[config.mk]
export PLATFORM = sky130hd
export DESIGN_NAME = can_frame_priority_queue_flat
export DESIGN_NICKNAME = d
export VERILOG_FILES = /design/src/hw/rtl/cfpq_pkg.sv /design/src/hw/rtl/cfpq_if.sv /design/src/hw/rtl/can_frame_priority_queue.sv /design/src/hw/rtl/cfpq_ram.sv /design/src/hw/rtl/cfpq_ctrl.sv /design/src/hw/rtl/cfpq_dp.sv /design/src/flat_wrapper.sv
export SDC_FILE = /design/constraint.sdc
export NUM_CORES = 2
export LEC_CHECK = 0
export ABC_AREA = 1
export BUFFER_PORTS_ARGS = -buffer_cell sky130_fd_sc_hd__buf_2
export CORE_AREA = 10 10 423 425
export DETAILED_ROUTE_END_ITERATION = 16
export DIE_AREA = 0 0 433 435
export PLACE_DENSITY_LB_ADDON = 0.3
export SLEW_MARGIN = 20
export SYNTH_ARGS = -nofsm -noshare
export SYNTH_HDL_FRONTEND = slang
export SYNTH_SLANG_ARGS = --single-unit
export TNS_END_PERCENT = 10
[constraint.sdc]
create_clock -name clk -period 9.8 [get_ports clk]
set_input_delay 0.98 -clock clk [delete_from_list [all_inputs] [get_ports clk]]
set_output_delay 0.98 -clock clk [all_outputs]
set_load 0.05 [all_outputs]
[src/hw/rtl/cfpq_pkg.sv]
// shared types, codes and widths of the can frame priority queue
package cfpq_pkg;

    localparam int FILL_W = 5;
    localparam int ID_W   = 29;
    localparam int DLC_W  = 4;
    localparam int DATA_W = 64;
    localparam int STD_ID_W = 11;

    typedef logic [1:0] cmd_code_t;

    localparam cmd_code_t CMD_APPEND = 2'd0;
    localparam cmd_code_t CMD_INSERT = 2'd1;
    localparam cmd_code_t CMD_REMOVE = 2'd2;

    typedef enum logic [1:0] {
        ST_DONE  = 2'd0,
        ST_FULL  = 2'd1,
        ST_EMPTY = 2'd2
    } status_t;

    typedef struct packed {
        logic [DLC_W-1:0]  dlc;
        logic              rtr;
        logic              ide;
        logic [ID_W-1:0]   id;
        logic [DATA_W-1:0] data;
    } frame_t;

    localparam int FRAME_W = $bits(frame_t);

    typedef enum logic [2:0] {
        S_IDLE,
        S_DECIDE,
        S_WALK,
        S_PLACE,
        S_FRONT_RD,
        S_LOAD
    } state_t;

    // controller to datapath
    typedef struct packed {
        logic    in_ready;
        logic    append;
        logic    walk_start;
        logic    walk_shift;
        logic    walk_place;
        logic    remove;
        logic    front_rd;
        logic    out_load;
        logic    status_we;
        status_t status_val;
    } ctl_t;

    // datapath to controller
    typedef struct packed {
        logic      in_fire;
        cmd_code_t cmd;
        logic      full;
        logic      empty;
        logic      not_ahead;
        logic      dpos_is_one;
        logic      out_free;
    } dp_stat_t;

endpackage

[src/hw/rtl/cfpq_if.sv]
// request and result channel interfaces
interface cfpq_req_if;
    logic        valid;
    logic        ready;
    logic [1:0]  command;
    logic [28:0] msg_id;
    logic        msg_ide;
    logic        msg_rtr;
    logic [3:0]  msg_dlc;
    logic [63:0] msg_data;

    modport source (
        output valid, command, msg_id, msg_ide, msg_rtr, msg_dlc, msg_data,
        input  ready
    );
    modport sink (
        input  valid, command, msg_id, msg_ide, msg_rtr, msg_dlc, msg_data,
        output ready
    );
endinterface

interface cfpq_rsp_if;
    logic        valid;
    logic        ready;
    logic [1:0]  status;
    logic        front_valid;
    logic [28:0] front_id;
    logic        front_ide;
    logic        front_rtr;
    logic [3:0]  front_dlc;
    logic [63:0] front_data;
    logic [4:0]  fill_count;

    modport source (
        output valid, status, front_valid, front_id, front_ide, front_rtr,
               front_dlc, front_data, fill_count,
        input  ready
    );
    modport sink (
        input  valid, status, front_valid, front_id, front_ide, front_rtr,
               front_dlc, front_data, fill_count,
        output ready
    );
endinterface

[src/hw/rtl/can_frame_priority_queue.sv]
// top level of the can frame priority queue
//
//   channel  dir  handshake        carries
//   req      in   valid / ready    command and one can frame
//   rsp      out  valid / ready    status, front frame, fill count
//   cfg      in   cfg_wr_en        capacity, empties the queue
//
// one beat at a time: append, remove and no-op pass through the decide, front read and
// load states; priority insert also walks back from the tail and shifts up to 15 entries,
// one per walk step, bounded by the single ram write port.
// after reset the queue is empty with capacity 16; no clearing pass is needed.
// a result waiting on rsp holds the sequencer before the next accept.
module can_frame_priority_queue #(
    parameter int DEPTH = 16
) (
    input  logic                        clk,
    input  logic                        rst_n,
    cfpq_req_if.sink                    req,
    cfpq_rsp_if.source                  rsp,
    input  logic                        cfg_wr_en,
    input  logic [cfpq_pkg::FILL_W-1:0] cfg_wr_data
);
    import cfpq_pkg::*;

    ctl_t     ctl;
    dp_stat_t stat;

    cfpq_ctrl u_ctrl (
        .clk   (clk),
        .rst_n (rst_n),
        .stat  (stat),
        .ctl   (ctl)
    );

    cfpq_dp #(
        .DEPTH (DEPTH)
    ) u_dp (
        .clk         (clk),
        .rst_n       (rst_n),
        .req         (req),
        .rsp         (rsp),
        .cfg_wr_en   (cfg_wr_en),
        .cfg_wr_data (cfg_wr_data),
        .ctl         (ctl),
        .stat        (stat)
    );

endmodule

[src/hw/rtl/cfpq_ram.sv]
// generic single write port ram with registered read
module cfpq_ram #(
    parameter int WIDTH = 8,
    parameter int DEPTH = 16,
    localparam int AW = $clog2(DEPTH)
) (
    input  logic             clk,
    input  logic             wr_en,
    input  logic [AW-1:0]    wr_addr,
    input  logic [WIDTH-1:0] wr_data,
    input  logic             rd_en,
    input  logic [AW-1:0]    rd_addr,
    output logic [WIDTH-1:0] rd_data
);

    logic [WIDTH-1:0] mem [DEPTH];
    logic [WIDTH-1:0] rd_data_reg;

    always_ff @(posedge clk)
    begin
        if (wr_en)
        begin
            mem[wr_addr] <= wr_data;
        end
        if (rd_en)
        begin
            rd_data_reg <= mem[rd_addr];
        end
    end

    assign rd_data = rd_data_reg;

endmodule

[src/hw/rtl/cfpq_ctrl.sv]
// sequencer for append, priority insert walk, remove and result load
module cfpq_ctrl (
    input  logic              clk,
    input  logic              rst_n,
    input  cfpq_pkg::dp_stat_t stat,
    output cfpq_pkg::ctl_t     ctl
);
    import cfpq_pkg::*;

    state_t state_reg;
    state_t state_next;

    always_ff @(posedge clk or negedge rst_n)
    begin
        if (!rst_n)
        begin
            state_reg <= S_IDLE;
        end
        else
        begin
            state_reg <= state_next;
        end
    end

    always_comb
    begin
        state_next = state_reg;
        unique case (state_reg)
            S_IDLE:
            begin
                if (stat.in_fire)
                begin
                    state_next = S_DECIDE;
                end
            end
            S_DECIDE:
            begin
                if (stat.cmd == CMD_INSERT && !stat.full)
                begin
                    state_next = stat.empty ? S_PLACE : S_WALK;
                end
                else
                begin
                    state_next = S_FRONT_RD;
                end
            end
            S_WALK:
            begin
                if (stat.not_ahead)
                begin
                    state_next = S_FRONT_RD;
                end
                else if (stat.dpos_is_one)
                begin
                    state_next = S_PLACE;
                end
            end
            S_PLACE:    state_next = S_FRONT_RD;
            S_FRONT_RD: state_next = S_LOAD;
            S_LOAD:
            begin
                if (stat.out_free)
                begin
                    state_next = S_IDLE;
                end
            end
            default:    state_next = S_IDLE;
        endcase
    end

    always_comb
    begin
        ctl = '0;
        ctl.status_val = ST_DONE;
        unique case (state_reg)
            S_IDLE:
            begin
                ctl.in_ready = 1'b1;
            end
            S_DECIDE:
            begin
                priority if ((stat.cmd == CMD_APPEND || stat.cmd == CMD_INSERT)
                             && stat.full)
                begin
                    ctl.status_we  = 1'b1;
                    ctl.status_val = ST_FULL;
                end
                else if (stat.cmd == CMD_APPEND)
                begin
                    ctl.append = 1'b1;
                end
                else if (stat.cmd == CMD_INSERT)
                begin
                    ctl.walk_start = 1'b1;
                end
                else if (stat.cmd == CMD_REMOVE && stat.empty)
                begin
                    ctl.status_we  = 1'b1;
                    ctl.status_val = ST_EMPTY;
                end
                else if (stat.cmd == CMD_REMOVE)
                begin
                    ctl.remove = 1'b1;
                end
                else
                begin
                    // unused command code leaves the queue as it is
                    ctl.status_val = ST_DONE;
                end
            end
            S_WALK:
            begin
                if (stat.not_ahead)
                begin
                    ctl.walk_place = 1'b1;
                end
                else
                begin
                    ctl.walk_shift = 1'b1;
                end
            end
            S_PLACE:
            begin
                ctl.walk_place = 1'b1;
            end
            S_FRONT_RD:
            begin
                ctl.front_rd = 1'b1;
            end
            S_LOAD:
            begin
                ctl.out_load = stat.out_free;
            end
            default:
            begin
                ctl.in_ready = 1'b0;
            end
        endcase
    end

endmodule

[src/hw/rtl/cfpq_dp.sv]
// queue datapath: capacity, head and fill registers, slot math, entry ram, result register
module cfpq_dp #(
    parameter int DEPTH = 16
) (
    input  logic                        clk,
    input  logic                        rst_n,
    cfpq_req_if.sink                    req,
    cfpq_rsp_if.source                  rsp,
    input  logic                        cfg_wr_en,
    input  logic [cfpq_pkg::FILL_W-1:0] cfg_wr_data,
    input  cfpq_pkg::ctl_t              ctl,
    output cfpq_pkg::dp_stat_t          stat
);
    import cfpq_pkg::*;

    localparam int IW = $clog2(DEPTH);
    localparam int SW = ((IW > FILL_W) ? IW : FILL_W) + 1;
    localparam int CapLimInt = (DEPTH > 31) ? 31 : DEPTH;
    localparam logic [FILL_W-1:0] CapLim = FILL_W'(CapLimInt);

    logic [FILL_W-1:0] capacity_reg;
    logic [IW-1:0]     head_reg;
    logic [FILL_W-1:0] fill_reg;
    logic [FILL_W-1:0] dpos_reg;
    status_t           status_reg;
    frame_t            new_reg;
    cmd_code_t         cmd_reg;

    logic              out_valid_reg;
    status_t           out_status_reg;
    logic              out_front_valid_reg;
    frame_t            out_frame_reg;
    logic [FILL_W-1:0] out_fill_reg;

    logic [FILL_W-1:0] eff_cap;
    frame_t            in_frame;
    logic [DATA_W-1:0] in_data;
    logic              in_fire;

    logic              wr_en;
    logic [FILL_W-1:0] wpos;
    logic [IW-1:0]     wr_addr;
    frame_t            wr_frame;
    logic              rd_en;
    logic [FILL_W-1:0] rpos;
    logic [IW-1:0]     rd_addr;
    logic [FRAME_W-1:0] rd_data;
    frame_t            rd_frame;

    // (head + pos) mod capacity; sum stays below twice the capacity
    function automatic logic [IW-1:0] slot_of(
        input logic [IW-1:0]     head,
        input logic [FILL_W-1:0] pos,
        input logic [FILL_W-1:0] cap
    );
        logic [SW-1:0] sum;
        sum = SW'(head) + SW'(pos);
        if (sum >= SW'(cap))
        begin
            sum = sum - SW'(cap);
        end
        return sum[IW-1:0];
    endfunction

    // new frame stays behind the stored one
    function automatic logic not_ahead_of(input frame_t nf, input frame_t of);
        logic r;
        if (!nf.ide && of.ide)
        begin
            r = 1'b1;
        end
        else if (nf.ide && !of.ide)
        begin
            r = 1'b0;
        end
        else
        begin
            r = (nf.id >= of.id);
        end
        return r;
    endfunction

    assign eff_cap = (capacity_reg == '0) ? FILL_W'(1) :
                     (capacity_reg > CapLim) ? CapLim : capacity_reg;

    assign req.ready = ctl.in_ready;
    assign in_fire   = req.valid & req.ready;

    // zero data bytes at or beyond the length code
    always_comb
    begin
        for (int b = 0; b < 8; b++)
        begin
            in_data[8*b +: 8] = req.msg_data[8*b +: 8] & {8{req.msg_dlc > DLC_W'(b)}};
        end
        in_frame.dlc  = req.msg_dlc;
        in_frame.rtr  = req.msg_rtr;
        in_frame.ide  = req.msg_ide;
        in_frame.id   = req.msg_ide ? req.msg_id
                                    : {{(ID_W-STD_ID_W){1'b0}}, req.msg_id[STD_ID_W-1:0]};
        in_frame.data = in_data;
    end

    // ram port selection
    assign wr_en    = ctl.append | ctl.walk_shift | ctl.walk_place;
    assign wpos     = ctl.append ? fill_reg : dpos_reg;
    assign wr_addr  = slot_of(head_reg, wpos, eff_cap);
    assign wr_frame = ctl.walk_shift ? rd_frame : new_reg;

    always_comb
    begin
        priority if (ctl.walk_start)
        begin
            rpos = fill_reg - FILL_W'(1);
        end
        else if (ctl.walk_shift)
        begin
            rpos = dpos_reg - FILL_W'(2);
        end
        else if (ctl.remove)
        begin
            rpos = FILL_W'(1);
        end
        else
        begin
            rpos = '0;
        end
    end

    assign rd_addr  = slot_of(head_reg, rpos, eff_cap);
    assign rd_en    = (ctl.walk_start & (fill_reg != '0))
                    | (ctl.walk_shift & (dpos_reg != FILL_W'(1)))
                    | ctl.front_rd;
    assign rd_frame = frame_t'(rd_data);

    cfpq_ram #(
        .WIDTH (FRAME_W),
        .DEPTH (DEPTH)
    ) u_ram (
        .clk     (clk),
        .wr_en   (wr_en),
        .wr_addr (wr_addr),
        .wr_data (wr_frame),
        .rd_en   (rd_en),
        .rd_addr (rd_addr),
        .rd_data (rd_data)
    );

    always_ff @(posedge clk or negedge rst_n)
    begin
        if (!rst_n)
        begin
            capacity_reg <= FILL_W'(16);
            head_reg     <= '0;
            fill_reg     <= '0;
            dpos_reg     <= '0;
            status_reg   <= ST_DONE;
        end
        else if (cfg_wr_en)
        begin
            capacity_reg <= cfg_wr_data;
            head_reg     <= '0;
            fill_reg     <= '0;
        end
        else
        begin
            if (in_fire)
            begin
                status_reg <= ST_DONE;
            end
            if (ctl.status_we)
            begin
                status_reg <= ctl.status_val;
            end
            if (ctl.append)
            begin
                fill_reg <= fill_reg + FILL_W'(1);
            end
            if (ctl.walk_start)
            begin
                fill_reg <= fill_reg + FILL_W'(1);
                dpos_reg <= fill_reg;
            end
            if (ctl.walk_shift)
            begin
                dpos_reg <= dpos_reg - FILL_W'(1);
            end
            if (ctl.remove)
            begin
                head_reg <= rd_addr;
                fill_reg <= fill_reg - FILL_W'(1);
            end
        end
    end

    always_ff @(posedge clk)
    begin
        if (in_fire)
        begin
            new_reg <= in_frame;
            cmd_reg <= req.command;
        end
    end

    // result register
    always_ff @(posedge clk or negedge rst_n)
    begin
        if (!rst_n)
        begin
            out_valid_reg <= 1'b0;
        end
        else if (ctl.out_load)
        begin
            out_valid_reg <= 1'b1;
        end
        else if (rsp.ready)
        begin
            out_valid_reg <= 1'b0;
        end
    end

    always_ff @(posedge clk)
    begin
        if (ctl.out_load)
        begin
            out_status_reg      <= status_reg;
            out_fill_reg        <= fill_reg;
            out_front_valid_reg <= (fill_reg != '0);
            out_frame_reg       <= (fill_reg != '0) ? rd_frame : '0;
        end
    end

    assign rsp.valid       = out_valid_reg;
    assign rsp.status      = out_status_reg;
    assign rsp.front_valid = out_front_valid_reg;
    assign rsp.front_id    = out_frame_reg.id;
    assign rsp.front_ide   = out_frame_reg.ide;
    assign rsp.front_rtr   = out_frame_reg.rtr;
    assign rsp.front_dlc   = out_frame_reg.dlc;
    assign rsp.front_data  = out_frame_reg.data;
    assign rsp.fill_count  = out_fill_reg;

    assign stat.in_fire     = in_fire;
    assign stat.cmd         = cmd_reg;
    assign stat.full        = (fill_reg >= eff_cap);
    assign stat.empty       = (fill_reg == '0);
    assign stat.not_ahead   = not_ahead_of(new_reg, rd_frame);
    assign stat.dpos_is_one = (dpos_reg == FILL_W'(1));
    assign stat.out_free    = ~out_valid_reg | rsp.ready;

endmodule

[src/flat_wrapper.sv]
// flat-port wrapper written by rule: the top's interface ports become plain ports
module can_frame_priority_queue_flat import cfpq_pkg::*;
#(
    parameter int DEPTH = 16
)
  (clk, rst_n, cfg_wr_en, cfg_wr_data, req_valid, req_command, req_msg_id, req_msg_ide, req_msg_rtr, req_msg_dlc, req_msg_data, req_ready, rsp_valid, rsp_status, rsp_front_valid, rsp_front_id, rsp_front_ide, rsp_front_rtr, rsp_front_dlc, rsp_front_data, rsp_fill_count, rsp_ready);
  cfpq_req_if req_i ();
  cfpq_rsp_if rsp_i ();
  input  logic clk;
  input  logic rst_n;
  input  logic cfg_wr_en;
  input  logic [cfpq_pkg::FILL_W-1:0] cfg_wr_data;
  input wire logic [$bits(req_i.valid)-1:0] req_valid;
  input wire logic [$bits(req_i.command)-1:0] req_command;
  input wire logic [$bits(req_i.msg_id)-1:0] req_msg_id;
  input wire logic [$bits(req_i.msg_ide)-1:0] req_msg_ide;
  input wire logic [$bits(req_i.msg_rtr)-1:0] req_msg_rtr;
  input wire logic [$bits(req_i.msg_dlc)-1:0] req_msg_dlc;
  input wire logic [$bits(req_i.msg_data)-1:0] req_msg_data;
  output wire logic [$bits(req_i.ready)-1:0] req_ready;
  output wire logic [$bits(rsp_i.valid)-1:0] rsp_valid;
  output wire logic [$bits(rsp_i.status)-1:0] rsp_status;
  output wire logic [$bits(rsp_i.front_valid)-1:0] rsp_front_valid;
  output wire logic [$bits(rsp_i.front_id)-1:0] rsp_front_id;
  output wire logic [$bits(rsp_i.front_ide)-1:0] rsp_front_ide;
  output wire logic [$bits(rsp_i.front_rtr)-1:0] rsp_front_rtr;
  output wire logic [$bits(rsp_i.front_dlc)-1:0] rsp_front_dlc;
  output wire logic [$bits(rsp_i.front_data)-1:0] rsp_front_data;
  output wire logic [$bits(rsp_i.fill_count)-1:0] rsp_fill_count;
  input wire logic [$bits(rsp_i.ready)-1:0] rsp_ready;
  assign req_i.valid = req_valid;
  assign req_i.command = req_command;
  assign req_i.msg_id = req_msg_id;
  assign req_i.msg_ide = req_msg_ide;
  assign req_i.msg_rtr = req_msg_rtr;
  assign req_i.msg_dlc = req_msg_dlc;
  assign req_i.msg_data = req_msg_data;
  assign req_ready = req_i.ready;
  assign rsp_valid = rsp_i.valid;
  assign rsp_status = rsp_i.status;
  assign rsp_front_valid = rsp_i.front_valid;
  assign rsp_front_id = rsp_i.front_id;
  assign rsp_front_ide = rsp_i.front_ide;
  assign rsp_front_rtr = rsp_i.front_rtr;
  assign rsp_front_dlc = rsp_i.front_dlc;
  assign rsp_front_data = rsp_i.front_data;
  assign rsp_fill_count = rsp_i.fill_count;
  assign rsp_i.ready = rsp_ready;
  can_frame_priority_queue #(.DEPTH(DEPTH)) u_core (.clk(clk), .rst_n(rst_n), .req(req_i), .rsp(rsp_i), .cfg_wr_en(cfg_wr_en), .cfg_wr_data(cfg_wr_data));
endmodule
==> metrics.csv <==
stage,metric,value,unit
grt,maximum_number_of_pins_on_one_net_before_global_route_repair,186,
final_layout,syn_to_final_growth,11.3,%
yosys,number_of_flops_mapped_to_enable_cells_by_yosys,1891,
worst_setup_path,critical_path.startpoint_type,register,
yosys,yosysWarningCount,0,
routing,wirelength,231000,µm
floorplan,rows,152,
yosys,syn_area,84500,µm²
place,place.port_buffers,219,
worst_setup_path,slowest_delay,0.63,ns
worst_setup_path,worst-r2r-setup-slack,2.12,ns
sta,timing.final.hold_violations,0,
yosys,seq_area_frac_synth,0.679,
pwr,power.density_cell_area,329,nW/µm²
routing,postRouteAntennaNets,0,
clock_tree,number_of_buffers_between_clock_root_and_the_deepest_sink,3,
place,dp_cells,10300,
floorplan,top_level_ports,220,
final_layout,finalNetCount,8402,
clock_tree,cts_num_sinks,1916,
hold_path,hold_path.class,primary input to async pin,
pwr,sw_pwr,12.9,mW
floorplan,placeableCoreArea,171000,µm²
final_layout,fillerInstances,14100,
clock_tree,cts_max_level,4,
grt,grt_usage,0.240,
final_layout,final_non_filler_cells,10600,
sta,tightestPinTransition,1.14,ns
sta,setup_repair_after_global_routing_missed_its_margin,no,
routing,avgRoutedWirePerCell,21.7,µm
place,placed_area,88000,µm²
clock_tree,clock_latency,0.84,ns
final_layout,stdcell_area,94100,µm²
clock_tree,cts-hold-fix-buffers,0,
floorplan,dieWidth,433,µm
place,gp_congestion,0.820,
sta,setup-tns-final,0,ns
floorplan,die_h,435,µm
grt,grt_pass1_vias,55800,
place,dp_hpwl,113000,µm
place,pre_cts_ws,2.27,ns
yosys,syn_nets,8282,
routing,via_per_inst,5.44,
final_layout,insertedDiodeCount,0,
worst_setup_path,worst_path_cell_with_the_longest_stage_delay,sky130_fd_sc_hd__fa_1,
final_layout,final_layout_size_suffix_gt1_frac,0.0778,
grt,initial_antenna_violation_count,1,
yosys,synth.avg_cell_area,10.4,µm²
worst_setup_path,worstSetupEndpointType,register,
yosys,synth.lib_cells_used.distinct,42,
yosys,ys_async_sr_fraction,0.0130,
floorplan,die-area,188000,µm²
sta,fmax,130,MHz
grt,wire_length_of_the_first_global_routing_pass,346000,µm
sta,skew,0.0300,ns
run_status,outcome,"complete, no violations",
sta,finalMaxSlewViolations,0,
pwr,p_sw_frac,0.417,
yosys,synth_flop_cell,sky130_fd_sc_hd__edfxtp_1,
sta,worst_hold_slack_after_final_layout,0.148,ns
pwr,internal-power,18.1,mW
floorplan,initial_utilization,0.496,
final_layout,largest_register_ffs,1584,
yosys,synth.ff_latch_count,1916,
routing,drt_pass1_iterations,8,
pwr,power.static_leakage,40.8,nW
grt,globalRoute.totalOverflow,0,
worst_setup_path,worst_path_most_repeated_cell,sky130_fd_sc_hd__nand2_1,
routing,detailedRoute.firstIterationViolations,6859,
pwr,total_power,31.0,mW
clock_tree,cts.reportedPaths.clkPinSlew,0.06,ns
clock_tree,post_cts_buffers,0,
pwr,pwr-share-comb,0.410,
clock_tree,tritoncts,yes,
sta,slew_headroom,0.238,
sta,finalSetupViolations,0,
sta,post-route-period-util,0.784,
pwr,peakVddDrop,0.775,mV
pwr,pwr-share-clk,0.230,
worst_setup_path,data_required_time_at_the_worst_endpoint,10.48,ns
worst_setup_path,critPathArrivalTime,8.36,ns
pwr,pwr-share-seq,0.361,
run,max_capacitance_violation_count,0,
routing,via_count,57800,
clock_tree,clock_tree.root_cell,sky130_fd_sc_hd__clkbuf_16,
final_layout,fin_util,0.551,
final_layout,multi_input_comb_area,18200,µm²
routing,drt_drc_violations_left,0,
worst_setup_path,path_max_fanout,155,
clock_tree,cts-resized-gates,0,
sta,postLayoutSetupSlackWorst,2.12,ns
final_layout,regArea,57400,µm²
yosys,post_synth_inst_count,8108,
clock_tree,cts_buffers,191,
sta,post-route-min-period,7.68,ns
worst_setup_path,critPathKind,register to register,
## cells by family (layout without fill, tap and decap cells)
kind of cell	after synthesis	after routing	synth area share
XOR/XNOR	17	17	0.00176
buffers and inverters	2291	2572	0.108
adder cells (fa/ha/maj)	63	63	0.00968
flip-flops	1916	1916	0.679
AND/OR/NAND/NOR	3697	3697	0.193
AO/OA/AOI/OAI	124	124	0.00798
## routing by layer
layer / share of wire / global-route usage
met1: 0.39 / 0.320
met2: 0.48 / 0.394
met3: 0.095 / 0.0366
met4: 0.038 / 0.0936
met5: 0 / 0
## cells in the final DEF (no fill, tap or decap), types with 24 or more instances in the layout
cell type	instances
sky130_fd_sc_hd__edfxtp_1	1891
sky130_fd_sc_hd__clkinv_1	48
sky130_fd_sc_hd__o21ai_0	63
sky130_fd_sc_hd__clkbuf_16	195
sky130_fd_sc_hd__dfrtp_1	24
sky130_fd_sc_hd__a21oi_1	27
sky130_fd_sc_hd__nand3_1	1902
sky130_fd_sc_hd__buf_12	39
sky130_fd_sc_hd__ha_1	59
sky130_fd_sc_hd__clkbuf_1	46
sky130_fd_sc_hd__clkinv_2	30
sky130_fd_sc_hd__inv_1	1869
sky130_fd_sc_hd__nor2_1	85
sky130_fd_sc_hd__buf_2	219
sky130_fd_sc_hd__buf_4	85
sky130_fd_sc_hd__nand2_1	1670
## cell type report
type | count | share of cell area
Timing Repair Buffer | 344 | 0.0270
Clock buffer | 242 | 0.0539
Inverter | 1874 | 0.0750
Clock inverter | 112 | 0.0103
Multi-Input combinational cell | 3901 | 0.194
Tap cell | 2233 | 0.0297
Sequential cell | 1916 | 0.610
## power by group through the flow
stage               Combinational, mW  Clock (mW)  Sequential (mW)
floorplan                        8.07           0             11.8
global placement                 12.3           0             11.3
detailed placement               12.5           0             11.3
CTS                              12.6        7.19             11.2
global route                     13.9        7.51             11.2
finish                           12.7        7.12             11.2
## critical path: cells and delay by family (launching register included)
family,cells,cell delay [ns]
DFF,1,0.47
and+or+nand+nor,21,3.11
buffers and inverters,6,1.30
AOI/OAI and AO/OA,3,1.11
adders and majority gates,4,1.45
## Yosys cell counts, drive strengths merged (4+ instances only)
library cell,number,share of area
nor2,104,0.0047
o22ai,6,0.00044
fa,4,0.00095
nand2,1678,0.075
nand3,1905,0.11
xnor2,5,0.00052
edfxtp,1891,0.67
nand4,5,0.00037
o21ai,74,0.0044
a21oi,29,0.0018
clkbuf,101,0.0045
xor2,12,0.0012
dfrtp,24,0.0071
ha,59,0.0087
inv,1873,0.083
buf,316,0.021
o211ai,6,0.00053
## worst paths after layout
path / end / start / cells after the start
max: u_core.u_dp.u_ram.rd_data[67]$_DFFE_PP_ / u_core.u_dp.u_ram.rd_data[76]$_DFFE_PP_ / 34
min: u_core.u_dp.status_reg[1]$_DFFE_PN0P_ / rst_n / 1
max reg2reg: u_core.u_dp.u_ram.rd_data[67]$_DFFE_PP_ / u_core.u_dp.u_ram.rd_data[76]$_DFFE_PP_ / 34
min reg2reg: u_core.u_dp.rsp.status[0]$_DFFE_PP_ / u_core.u_dp.status_reg[0]$_DFFE_PN0P_ / 0
max in group asynchronous: u_core.u_dp.dpos_reg[3]$_DFFE_PN0P_ / rst_n / 1
min in group clk: u_core.u_dp.new_reg[74]$_DFFE_PP_ / req_msg_id[10] / 1
Note: power is estimated with default switching activity, not from simulation.
